===== src/design/md5_pkg.sv =====
// ============================================================================
// md5_pkg
// Shared types, initial chaining words and round tables for the MD5 core.
// ============================================================================
`default_nettype none

package md5_pkg;

    typedef logic [3:0][31:0] t_quad;

    // Status of the round unit; the sequencer also addresses the block buffer from it.
    typedef struct packed {
        logic       busy;
        logic       last;
        logic [5:0] round;
    } t_rnd_stat;

    localparam logic [31:0] IV_A = 32'h67452301;
    localparam logic [31:0] IV_B = 32'hefcdab89;
    localparam logic [31:0] IV_C = 32'h98badcfe;
    localparam logic [31:0] IV_D = 32'h10325476;

    localparam logic [7:0] PAD_MARK = 8'h80;

    // Message word used in each round.
    function automatic logic [3:0] md5_g(input logic [5:0] round);
        logic [3:0] i;
        logic [3:0] g;
        i = round[3:0];
        case (round[5:4])
            2'd0:    g = i;
            2'd1:    g = (i << 2) + i + 4'd1;
            2'd2:    g = (i << 1) + i + 4'd5;
            2'd3:    g = (i << 3) - i;
            default: g = i;
        endcase
        return g;
    endfunction

    // Left rotation amount of each round.
    function automatic logic [4:0] md5_rot(input logic [5:0] round);
        logic [4:0] s;
        case ({round[5:4], round[1:0]})
            4'd0:    s = 5'd7;
            4'd1:    s = 5'd12;
            4'd2:    s = 5'd17;
            4'd3:    s = 5'd22;
            4'd4:    s = 5'd5;
            4'd5:    s = 5'd9;
            4'd6:    s = 5'd14;
            4'd7:    s = 5'd20;
            4'd8:    s = 5'd4;
            4'd9:    s = 5'd11;
            4'd10:   s = 5'd16;
            4'd11:   s = 5'd23;
            4'd12:   s = 5'd6;
            4'd13:   s = 5'd10;
            4'd14:   s = 5'd15;
            4'd15:   s = 5'd21;
            default: s = 5'd7;
        endcase
        return s;
    endfunction

    // Additive constant of each round.
    function automatic logic [31:0] md5_k(input logic [5:0] round);
        logic [31:0] k;
        case (round)
            6'd0:  k = 32'hd76aa478;  6'd1:  k = 32'he8c7b756;
            6'd2:  k = 32'h242070db;  6'd3:  k = 32'hc1bdceee;
            6'd4:  k = 32'hf57c0faf;  6'd5:  k = 32'h4787c62a;
            6'd6:  k = 32'ha8304613;  6'd7:  k = 32'hfd469501;
            6'd8:  k = 32'h698098d8;  6'd9:  k = 32'h8b44f7af;
            6'd10: k = 32'hffff5bb1;  6'd11: k = 32'h895cd7be;
            6'd12: k = 32'h6b901122;  6'd13: k = 32'hfd987193;
            6'd14: k = 32'ha679438e;  6'd15: k = 32'h49b40821;
            6'd16: k = 32'hf61e2562;  6'd17: k = 32'hc040b340;
            6'd18: k = 32'h265e5a51;  6'd19: k = 32'he9b6c7aa;
            6'd20: k = 32'hd62f105d;  6'd21: k = 32'h02441453;
            6'd22: k = 32'hd8a1e681;  6'd23: k = 32'he7d3fbc8;
            6'd24: k = 32'h21e1cde6;  6'd25: k = 32'hc33707d6;
            6'd26: k = 32'hf4d50d87;  6'd27: k = 32'h455a14ed;
            6'd28: k = 32'ha9e3e905;  6'd29: k = 32'hfcefa3f8;
            6'd30: k = 32'h676f02d9;  6'd31: k = 32'h8d2a4c8a;
            6'd32: k = 32'hfffa3942;  6'd33: k = 32'h8771f681;
            6'd34: k = 32'h6d9d6122;  6'd35: k = 32'hfde5380c;
            6'd36: k = 32'ha4beea44;  6'd37: k = 32'h4bdecfa9;
            6'd38: k = 32'hf6bb4b60;  6'd39: k = 32'hbebfbc70;
            6'd40: k = 32'h289b7ec6;  6'd41: k = 32'heaa127fa;
            6'd42: k = 32'hd4ef3085;  6'd43: k = 32'h04881d05;
            6'd44: k = 32'hd9d4d039;  6'd45: k = 32'he6db99e5;
            6'd46: k = 32'h1fa27cf8;  6'd47: k = 32'hc4ac5665;
            6'd48: k = 32'hf4292244;  6'd49: k = 32'h432aff97;
            6'd50: k = 32'hab9423a7;  6'd51: k = 32'hfc93a039;
            6'd52: k = 32'h655b59c3;  6'd53: k = 32'h8f0ccc92;
            6'd54: k = 32'hffeff47d;  6'd55: k = 32'h85845dd1;
            6'd56: k = 32'h6fa87e4f;  6'd57: k = 32'hfe2ce6e0;
            6'd58: k = 32'ha3014314;  6'd59: k = 32'h4e0811a1;
            6'd60: k = 32'hf7537e82;  6'd61: k = 32'hbd3af235;
            6'd62: k = 32'h2ad7d2bb;  6'd63: k = 32'heb86d391;
            default: k = 32'h0;
        endcase
        return k;
    endfunction

endpackage

`default_nettype wire


===== src/design/md5_round.sv =====
// ============================================================================
// md5_round
// Shared MD5 round unit: holds the working words and runs one round a cycle.
// ============================================================================
`default_nettype none

module md5_round (
    input  wire logic              i_clk,
    input  wire logic              i_rst_n,
    input  wire logic              i_start,
    input  wire md5_pkg::t_quad    i_chain,
    input  wire logic [31:0]       i_msg_word,
    output md5_pkg::t_rnd_stat     o_stat,
    output md5_pkg::t_quad         o_work
);
    import md5_pkg::*;

    logic [31:0] r_a, r_b, r_c, r_d;
    logic        r_busy;
    logic [5:0]  r_round;

    logic [31:0] f;
    logic [31:0] sum;
    logic [63:0] rot_wide;
    logic [31:0] new_b;

    always_comb begin
        case (r_round[5:4])
            2'd0:    f = (r_b & r_c) | (~r_b & r_d);
            2'd1:    f = (r_d & r_b) | (~r_d & r_c);
            2'd2:    f = r_b ^ r_c ^ r_d;
            2'd3:    f = r_c ^ (r_b | ~r_d);
            default: f = r_b ^ r_c ^ r_d;
        endcase
        sum      = r_a + f + md5_k(r_round) + i_msg_word;
        rot_wide = {sum, sum} << md5_rot(r_round);
        new_b    = r_b + rot_wide[63:32];
    end

    always_ff @(posedge i_clk) begin
        if (!i_rst_n) begin
            r_busy  <= 1'b0;
            r_round <= 6'd0;
        end else if (i_start) begin
            r_busy  <= 1'b1;
            r_round <= 6'd0;
        end else if (r_busy) begin
            r_round <= r_round + 6'd1;
            if (r_round == 6'd63) begin
                r_busy <= 1'b0;
            end
        end
    end

    always_ff @(posedge i_clk) begin
        if (i_start) begin
            r_a <= i_chain[0];
            r_b <= i_chain[1];
            r_c <= i_chain[2];
            r_d <= i_chain[3];
        end else if (r_busy) begin
            r_a <= r_d;
            r_d <= r_c;
            r_c <= r_b;
            r_b <= new_b;
        end
    end

    assign o_stat.busy  = r_busy;
    assign o_stat.last  = r_busy && (r_round == 6'd63);
    assign o_stat.round = r_round;
    assign o_work       = {r_d, r_c, r_b, r_a};

endmodule

`default_nettype wire


===== src/design/md5_block_buf.sv =====
// ============================================================================
// md5_block_buf
// Sixteen-word block buffer: byte-lane writes, one registered word read per
// round, addressed one round ahead.
// ============================================================================
`default_nettype none

module md5_block_buf (
    input  wire logic        i_clk,
    input  wire logic        i_wr_en,
    input  wire logic [5:0]  i_wr_pos,
    input  wire logic [7:0]  i_wr_byte,
    input  wire logic [3:0]  i_rd_idx,
    output logic [31:0]      o_rd_word
);
    // Bytes land little-endian, so lane 0 holds the first byte of a word.
    logic [3:0][7:0] r_words [16];

    always_ff @(posedge i_clk) begin
        if (i_wr_en) begin
            r_words[i_wr_pos[5:2]][i_wr_pos[1:0]] <= i_wr_byte;
        end
        o_rd_word <= r_words[i_rd_idx];
    end

endmodule

`default_nettype wire


===== src/design/md5_message_digest.sv =====
// ============================================================================
// md5_message_digest
// Streaming MD5: one message byte per input beat, 128-bit digest per message.
// ============================================================================
// Input channel: i_in_valid / o_in_stall carry one beat with i_msg_byte,
// i_byte_present and i_final_item. A beat with i_final_item set ends the
// message; a final beat with no byte ends an empty message.
// Output channel: o_out_valid / i_out_stall carry one beat per message with
// the four little-endian digest words.
// Input flow: a byte beat is taken whenever the core is idle. Every 64th
// byte starts a compression that holds off input (64 rounds through the
// one shared round unit, then the chaining add). The final beat adds 9 to
// 72 padding bytes, written one per cycle while no compression runs, plus
// one or two compressions, then the load of the output register.
// The digest sits in an output register, so the next message is taken
// while a result still waits; if a second digest is ready before the first
// is taken, the core holds with input stalled until the output frees up.
// Reset (synchronous, active low) returns the chaining words to the MD5
// initial values, clears the byte count and drops o_out_valid.
// ============================================================================
`default_nettype none

module md5_message_digest (
    input  wire logic         i_clk,
    input  wire logic         i_rst_n,
    input  wire logic         i_in_valid,
    output logic              o_in_stall,
    input  wire logic [7:0]   i_msg_byte,
    input  wire logic         i_byte_present,
    input  wire logic         i_final_item,
    output logic              o_out_valid,
    input  wire logic         i_out_stall,
    output logic [31:0]       o_digest_word0,
    output logic [31:0]       o_digest_word1,
    output logic [31:0]       o_digest_word2,
    output logic [31:0]       o_digest_word3
);
    import md5_pkg::*;

    typedef enum logic [4:0] {
        S_IDLE = 5'b00001,   // taking message beats
        S_PAD  = 5'b00010,   // writing padding and length bytes
        S_COMP = 5'b00100,   // rounds running in the shared unit
        S_ADD  = 5'b01000,   // folding working words into the chain
        S_OUT  = 5'b10000    // waiting to load the output register
    } t_state;

    t_state      r_state, n_state;
    t_quad       r_chain, n_chain;
    logic [63:0] r_count, n_count;
    logic [5:0]  r_fill, n_fill;
    logic        r_fin, n_fin;       // message ended, padding in progress
    logic        r_first, n_first;   // next pad byte is the 0x80 marker
    logic        r_len, n_len;       // pad position has reached the length field
    logic        r_done, n_done;     // the compression running is the last one
    logic        r_out_valid, n_out_valid;
    t_quad       r_digest, n_digest;

    logic        wr_en;
    logic [7:0]  wr_byte;
    logic        rnd_start;
    logic [31:0] msg_word;
    t_quad       work;
    t_rnd_stat   rnd_stat;
    logic        in_accept;
    logic [63:0] len_bits;
    logic [7:0]  len_byte;
    logic [7:0]  pad_byte;
    logic [5:0]  rd_round;

    assign o_in_stall = (r_state != S_IDLE);
    assign in_accept  = i_in_valid && !o_in_stall;

    // Length field is the byte count in bits, stored little-endian in the
    // last eight bytes of the final block.
    assign len_bits = {r_count[60:0], 3'b000};
    assign len_byte = len_bits[{r_fill[2:0], 3'b000} +: 8];
    assign pad_byte = r_first ? PAD_MARK : (r_len ? len_byte : 8'h00);

    // The block buffer read is registered, so it is addressed with the
    // round that runs in the next cycle.
    assign rd_round = rnd_start ? 6'd0 : (rnd_stat.round + 6'd1);

    always_comb begin
        n_state     = r_state;
        n_chain     = r_chain;
        n_count     = r_count;
        n_fill      = r_fill;
        n_fin       = r_fin;
        n_first     = r_first;
        n_len       = r_len;
        n_done      = r_done;
        n_out_valid = r_out_valid;
        n_digest    = r_digest;
        wr_en       = 1'b0;
        wr_byte     = i_msg_byte;
        rnd_start   = 1'b0;

        if (r_out_valid && !i_out_stall) begin
            n_out_valid = 1'b0;
        end

        case (r_state)
            S_IDLE: begin
                if (in_accept) begin
                    if (i_byte_present) begin
                        wr_en   = 1'b1;
                        n_fill  = r_fill + 6'd1;
                        n_count = r_count + 64'd1;
                    end
                    if (i_byte_present && (r_fill == 6'd63)) begin
                        // Block is full: compress first, pad afterwards if final.
                        rnd_start = 1'b1;
                        n_fin     = i_final_item;
                        n_first   = i_final_item;
                        n_len     = 1'b0;
                        n_done    = 1'b0;
                        n_state   = S_COMP;
                    end else if (i_final_item) begin
                        n_fin   = 1'b1;
                        n_first = 1'b1;
                        n_len   = 1'b0;
                        n_done  = 1'b0;
                        n_state = S_PAD;
                    end
                end
            end
            S_PAD: begin
                wr_en   = 1'b1;
                wr_byte = pad_byte;
                n_fill  = r_fill + 6'd1;
                n_first = 1'b0;
                if (r_fill == 6'd55) begin
                    n_len = 1'b1;
                end
                if (r_fill == 6'd63) begin
                    // Wrapping after a length byte means the message is done.
                    rnd_start = 1'b1;
                    n_done    = r_len;
                    n_len     = 1'b0;
                    n_state   = S_COMP;
                end
            end
            S_COMP: begin
                if (rnd_stat.last) begin
                    n_state = S_ADD;
                end
            end
            S_ADD: begin
                for (int k = 0; k < 4; k++) begin
                    n_chain[k] = r_chain[k] + work[k];
                end
                if (r_done) begin
                    n_state = S_OUT;
                end else if (r_fin) begin
                    n_state = S_PAD;
                end else begin
                    n_state = S_IDLE;
                end
            end
            S_OUT: begin
                if (!r_out_valid || !i_out_stall) begin
                    n_digest    = r_chain;
                    n_out_valid = 1'b1;
                    n_chain     = {IV_D, IV_C, IV_B, IV_A};
                    n_count     = 64'd0;
                    n_fill      = 6'd0;
                    n_fin       = 1'b0;
                    n_first     = 1'b0;
                    n_len       = 1'b0;
                    n_done      = 1'b0;
                    n_state     = S_IDLE;
                end
            end
            default: begin
                n_state = S_IDLE;
            end
        endcase
    end

    always_ff @(posedge i_clk) begin
        if (!i_rst_n) begin
            r_state     <= S_IDLE;
            r_chain     <= {IV_D, IV_C, IV_B, IV_A};
            r_count     <= 64'd0;
            r_fill      <= 6'd0;
            r_fin       <= 1'b0;
            r_first     <= 1'b0;
            r_len       <= 1'b0;
            r_done      <= 1'b0;
            r_out_valid <= 1'b0;
        end else begin
            r_state     <= n_state;
            r_chain     <= n_chain;
            r_count     <= n_count;
            r_fill      <= n_fill;
            r_fin       <= n_fin;
            r_first     <= n_first;
            r_len       <= n_len;
            r_done      <= n_done;
            r_out_valid <= n_out_valid;
        end
    end

    always_ff @(posedge i_clk) begin
        r_digest <= n_digest;
    end

    md5_block_buf u_buf (
        .i_clk     (i_clk),
        .i_wr_en   (wr_en),
        .i_wr_pos  (r_fill),
        .i_wr_byte (wr_byte),
        .i_rd_idx  (md5_g(rd_round)),
        .o_rd_word (msg_word)
    );

    md5_round u_round (
        .i_clk      (i_clk),
        .i_rst_n    (i_rst_n),
        .i_start    (rnd_start),
        .i_chain    (r_chain),
        .i_msg_word (msg_word),
        .o_stat     (rnd_stat),
        .o_work     (work)
    );

    assign o_out_valid    = r_out_valid;
    assign o_digest_word0 = r_digest[0];
    assign o_digest_word1 = r_digest[1];
    assign o_digest_word2 = r_digest[2];
    assign o_digest_word3 = r_digest[3];

endmodule

`default_nettype wire


===== config.mk =====
export PLATFORM = sky130hd
export DESIGN_NAME = md5_message_digest
export DESIGN_NICKNAME = d
export VERILOG_FILES = /design/src/design/md5_pkg.sv /design/src/design/md5_round.sv /design/src/design/md5_block_buf.sv /design/src/design/md5_message_digest.sv
export SDC_FILE = /design/constraint.sdc
export NUM_CORES = 2
export LEC_CHECK = 0
export BUFFER_PORTS_ARGS = -buffer_cell sky130_fd_sc_hd__buf_2
export CAP_MARGIN = 5
export CORE_ASPECT_RATIO = 1.25
export CORE_MARGIN = 1
export CORE_UTILIZATION = 30
export CTS_BUF_LIST = sky130_fd_sc_hd__clkbuf_16
export CTS_CLUSTER_SIZE = 10
export DETAILED_ROUTE_END_ITERATION = 10
export PLACE_DENSITY_LB_ADDON = 0.2
export SLEW_MARGIN = 25
export SYNTH_ARGS = -nofsm -noshare
export SYNTH_HDL_FRONTEND = slang
export SYNTH_HIERARCHICAL = 1
export SYNTH_SLANG_ARGS = --single-unit

===== constraint.sdc =====
create_clock -name i_clk -period 7.9 [get_ports i_clk]
set_input_delay 0.79 -clock i_clk [delete_from_list [all_inputs] [get_ports i_clk]]
set_output_delay 0.79 -clock i_clk [all_outputs]
set_load 0.1 [all_outputs]

# --- Word-level counts from Yosys, hierarchy flattened ---
# Memory sizes are Yosys's and may differ from the RTL's. A register that Yosys moved wholly into a read port is not among the register bits.
# Index checks and enable logic that the tools add are counted.
word_totals:
  latchBits: 0
  mem_bits_ro: 2128
  regBits: 471
  in_bits: 14
  ram_bits: 512
  memories: 3
  elab_cells: 173
classes:
  n_mux: 68
  shift: 2
  div: 0
  multipliers: 0
  n_eq_ne: 22
  n_reduce_logical: 25
  order_cmp: 2
  add_sub_neg: 16
  bitwise_logic: 13
mem_list:
  columns: ["name", "depth", "word_bits", "rd", "rd_ports_with_merged_regs", "write_ports", "line", "rtl"]
  rows:
  - ["(name not given)", 64, 32, 1, 1, 0, "md5_pkg.sv:68", "case (round)"]
  - ["u_buf.r_words", 16, 32, 1, 1, 1, "md5_block_buf.sv:17", "logic [3:0][7:0] r_words [16];"]
  - ["(name not given)", 16, 5, 1, 1, 0, "md5_pkg.sv:43", "case ({round[5:4], round[1:0]})"]
ops:
  columns: ["cell", "n"]
  rows:
  - ["two-way mux 32 bit", 9]
  - ["adder 32 bit", 8]
  - ["one-hot mux 128 bit (2 select lines)", 1]
  - ["two-way mux 64 bit", 3]
  - ["bitwise AND 32 bit", 4]
  - ["two-way mux 128 bit", 1]
  - ["one-hot mux 32 bit (4 select lines)", 1]
  - ["one-hot mux 64 bit (2 select lines)", 1]
  - ["bitwise OR 32 bit", 3]
  - ["bitwise XOR 32 bit", 3]
  - ["adder 64 x 1 -> 64 bit, second input constant", 1]
  - ["NOT 32 bit", 2]
  - ["variable part select 64 x 7 -> 8 bit", 1]
  - ["<< shifter 64 x 5 -> 64 bit", 1]
  - ["two-way mux 6 bit", 6]
  - ["two-way mux 5 bit", 7]
  - ["two-way mux 8 bit", 4]
  - ["one-hot mux 5 bit (5 select lines)", 1]
  - ["two-way mux 1 bit", 22]
  - ["== test 6 bit, second input constant", 3]
  - ["one-hot mux 6 bit (3 select lines)", 1]
  - ["demux 8 bit (select 2 bit)", 1]
  - ["one-hot mux 4 bit (4 select lines)", 1]
  - ["AND reduction 4 bit", 4]
  - ["other kinds (31)", 59]

# --- Logic depth before layout (Yosys ltp) ---
logic_depth:
  word_depth: 11
  mapped_depth: 40
  depth_no_buf: 38

# --- Modules after synthesis ---
# Netlist, hierarchy kept.
modules_own_cells:
  columns: ["module", "area_each_um2", "n_inst", "cells_each", "seq_area_each_um2"]
  rows:
  - ["md5_block_buf", 20116.8, 1, 910, 16015.4]
  - ["md5_round", 18561.6, 1, 2282, 4724.5]
  - ["md5_message_digest", 18398.9, 1, 1957, 7947.6]

# --- Worst setup path before layout ---
# No wires, ideal clock.
synth_timing:
  path_kind: "reg2reg"
  from: "register u_round.r_round[4]"
  to: "register u_round.r_b[20] (data pin)"
  setup_slack_ps: -382
  t_required_ps: 7633
  stages_incl_launch_ff: 38
  n_path_buf: 4
  arrival_ps: 8016
  path_cell_list: "dfxtp_1 buf_2 clkbuf_1 clkbuf_1 clkbuf_1 a21oi_1 o22ai_1 fa_1 fa_1 inv_1 ha_1 inv_1 fa_1 nand2b_1 a21oi_1 o21ai_2 o21ai_2 a21o_2 [... 2 more ...] mux4_2 mux2i_1 mux2_2 o21ai_0 ha_1 fa_1 a21oi_1 o21ai_0 a21oi_1 o21ai_0 a32o_1 a221o_1 nand2_1 nand2b_1 a311o_1 a21oi_1 xor2_1 o21ai_0"
synth_via:
  elab_chain_cells: 9
  elab_cells_between_ends: 12
synth_rtl:
  columns: ["item", "line", "rtl"]
  rows:
  - ["start, declared", "md5_round.sv:20", "logic [5:0] r_round;"]
  - ["start signal, assigned", "md5_round.sv:48", "r_round <= r_round + 6'd1;"]
  - ["== test 2 bit (tied with other cells)", "md5_round.sv:28", "case (r_round[5:4])"]
  - ["one-hot mux 32 bit (4 select lines) (*)", "md5_round.sv:28", null]
  - ["adder 32 bit (*) (3 in series)", "md5_round.sv:35", "sum = r_a + f + md5_k(r_round) + i_msg_word;"]
  - ["<< shifter 64 x 5 -> 64 bit (*)", "md5_round.sv:36", "rot_wide = {sum, sum} << md5_rot(r_round);"]
  - ["adder 32 bit (*)", "md5_round.sv:37", "new_b = r_b + rot_wide[63:32];"]
  - ["two-way mux 32 bit (*)", "md5_round.sv:61", "end else if (r_busy) begin"]
  - ["two-way mux 32 bit (*)", "md5_round.sv:56", "if (i_start) begin"]
  - ["end signal, assigned", "md5_round.sv:58", "r_b <= i_chain[1];"]
  - ["end signal, assigned", "md5_round.sv:65", "r_b <= new_b;"]
  - ["end, declared", "md5_round.sv:18", "logic [31:0] r_a, r_b, r_c, r_d;"]
# Mark *: on every way between the ends. The rest lies on a longest branch, timed or not. The select of a mux whose other input is x is not followed.
# A chain may end at the register's enable or synchronous reset.

# --- Worst setup path in the final report ---
layout_timing:
  from: "register u_round.r_round[4]"
  to: "register u_round.r_b[30] (data pin)"
# Same word-level chain as after synthesis.

==> flow_summary.ini <==
[finish]
utilization_pct = 36.9
multi_input_area_sq_um = 27400
area_delta_synth_final_pct = 21.8
ff_latch_area_sq_um = 28700
final_common_cell = edfxtp_1
drive_above_1_share_pct = 23.6
n_fill_cell = 18700
final_cell_mix = edfxtp_1, buf_4, nand2_1
largest_register_ffs = 512
nets = 6007

[global_routing]
grt_usage_pct = 19.6
grt_overflow = 0
grt_pass1_wl_microns = 282000
first_global_vias = 43200
grt_max_degree = 95
antenna_found_initial = 9

[setup_path]
end_kind = flop
crit_buf_inv = 12
cp_max_fo = 10
slowest_stage = mux4_2
cp-start-kind = flop
critPathTopFamily = compound AO/OA/AOI/OAI gates
path_common_cell = buf_4
reg2reg_depth = 41
crit_arrival_ns = 8.55
cpPeakStageDelay_ns = 0.48
cp.depth = 41
crit_type = flop to flop
required_ns = 8.38

[sta]
setup_viol = 6
fmax_mhz = 124
final.setup_skew_ns = 0.0427
setup_slack_ns = -0.171
period_minus_slack_ns = 8.07
finalCritPeriodShare_pct = 102
timing.hold.ws_ns = 0.349
slew_violations = 0
rsz0062_at_grt = true
hold_viol_final = 0
slew_headroom_pct = 27.4
worstMarginPinSlew_ns = 1.08

[drt]
wl_per_cell_microns = 22.9
vias = 43500
drt-initial-drc-count = 2997
first_pass_iters = 5
viasPerCell = 5.23
drcViolationCount = 0
drtAntennaViolNets = 0
drt-total-wl_microns = 191000

[cts]
path_clk_slew_ns = 0.05
cts_sinks = 1049
cts_buffer_depth = 3
cts_hold_buffers = 0
htreeDepth = 4
cts_tree = yes
cts-root-buf = clkbuf_16
cts-buffers-inserted = 131
clock_latency_ns = 0.79

[synth]
syn_inst = 5148
syn-cell-area_sq_um = 57100
syn_nets = 5443
avgSynthCellArea_sq_um = 11.1
yosysWarnings = 6

[floorplanning]
die_area_sq_um = 192000
io_pins = 144
start_util_pct = 30.3
core.rowCount = 178
core_sq_um = 189000
die_h_microns = 490
dieWidth_microns = 392

[flow_run]
cap_violations = 0

[hold_path]
whs_path_depth = 3
hold_class = primary input to flop

[power_and_ir_drop]
power_per_cell_area_nw_per_um2 = 171
p_leak_nw = 25.8
vdd_drop_max_v = 0.000208

[placement]
dpl.hpwl_microns = 135000
portBuffers = 143
place_congestion = 0.932

[status]
violations = setup timing
status = finished, violations left
## cell type report
class | count | area share [%]
Inverter | 268 | 1.46
Clock buffer | 134 | 4.82
Clock inverter | 83 | 0.954
Antenna cell | 4 | 0.0144
Multi-Input combinational cell | 3552 | 39.3
Timing Repair Buffer | 710 | 7.60
Sequential cell | 1049 | 41.3
Tap cell | 2520 | 4.53
## path summary, 6_finish.rpt
path                 startpoint  slack [ns]               to
min                i_final_item        0.35          r_first
max          u_round/r_round[4]       -0.17  u_round/r_b[30]
min reg2reg               r_fin        0.48            r_fin
max reg2reg  u_round/r_round[4]       -0.17  u_round/r_b[30]
## tightest hold or removal path, stage by stage
cell and delay (ns):
buf_2 0.11, nand3_1 0.11, a21oi_1 0.07
## timing repair
action,CTS,global route
gates cloned,1,1
buffers inserted,20,10
setup endpoints to repair,19,22
pin swaps,73,47
resized for setup,156,110
## where the power goes
group | internal (mW) | switching (mW) | leakage, nW
combinational | 0.0695 | 0.206 | 14.4
clock | 3.27 | 2.40 | 2.13
sequential | 5.93 | 0.0203 | 9.22
## per-layer routing
metal	share of wire, %	track usage [%]	vias up
met4	4.5	8.89	4
met5	0.014	0	-
met3	4.4	2.66	300
met2	49	33.6	1212
met1	42	24.5	21600
li1	-	-	20400
## metrics by stage
stage                     power (mW)  setup slack (ns)  instances  instance area, sq um  TNS, ns
final                           11.9            -0.171       8320                 69500   -0.608
after global routing            12.3            -0.427       8318                 69500    -3.53
after CTS                       12.1            -0.228       8305                 68900    -1.09
after detailed placement        6.34            -0.807       8067                 64100    -7.97
after global placement          6.33            -0.777       8067                 64100    -6.93
after floorplan                 6.23           -0.0142       5148                 57100  -0.0142
No activity file was read; power rests on OpenSTA's default activity.
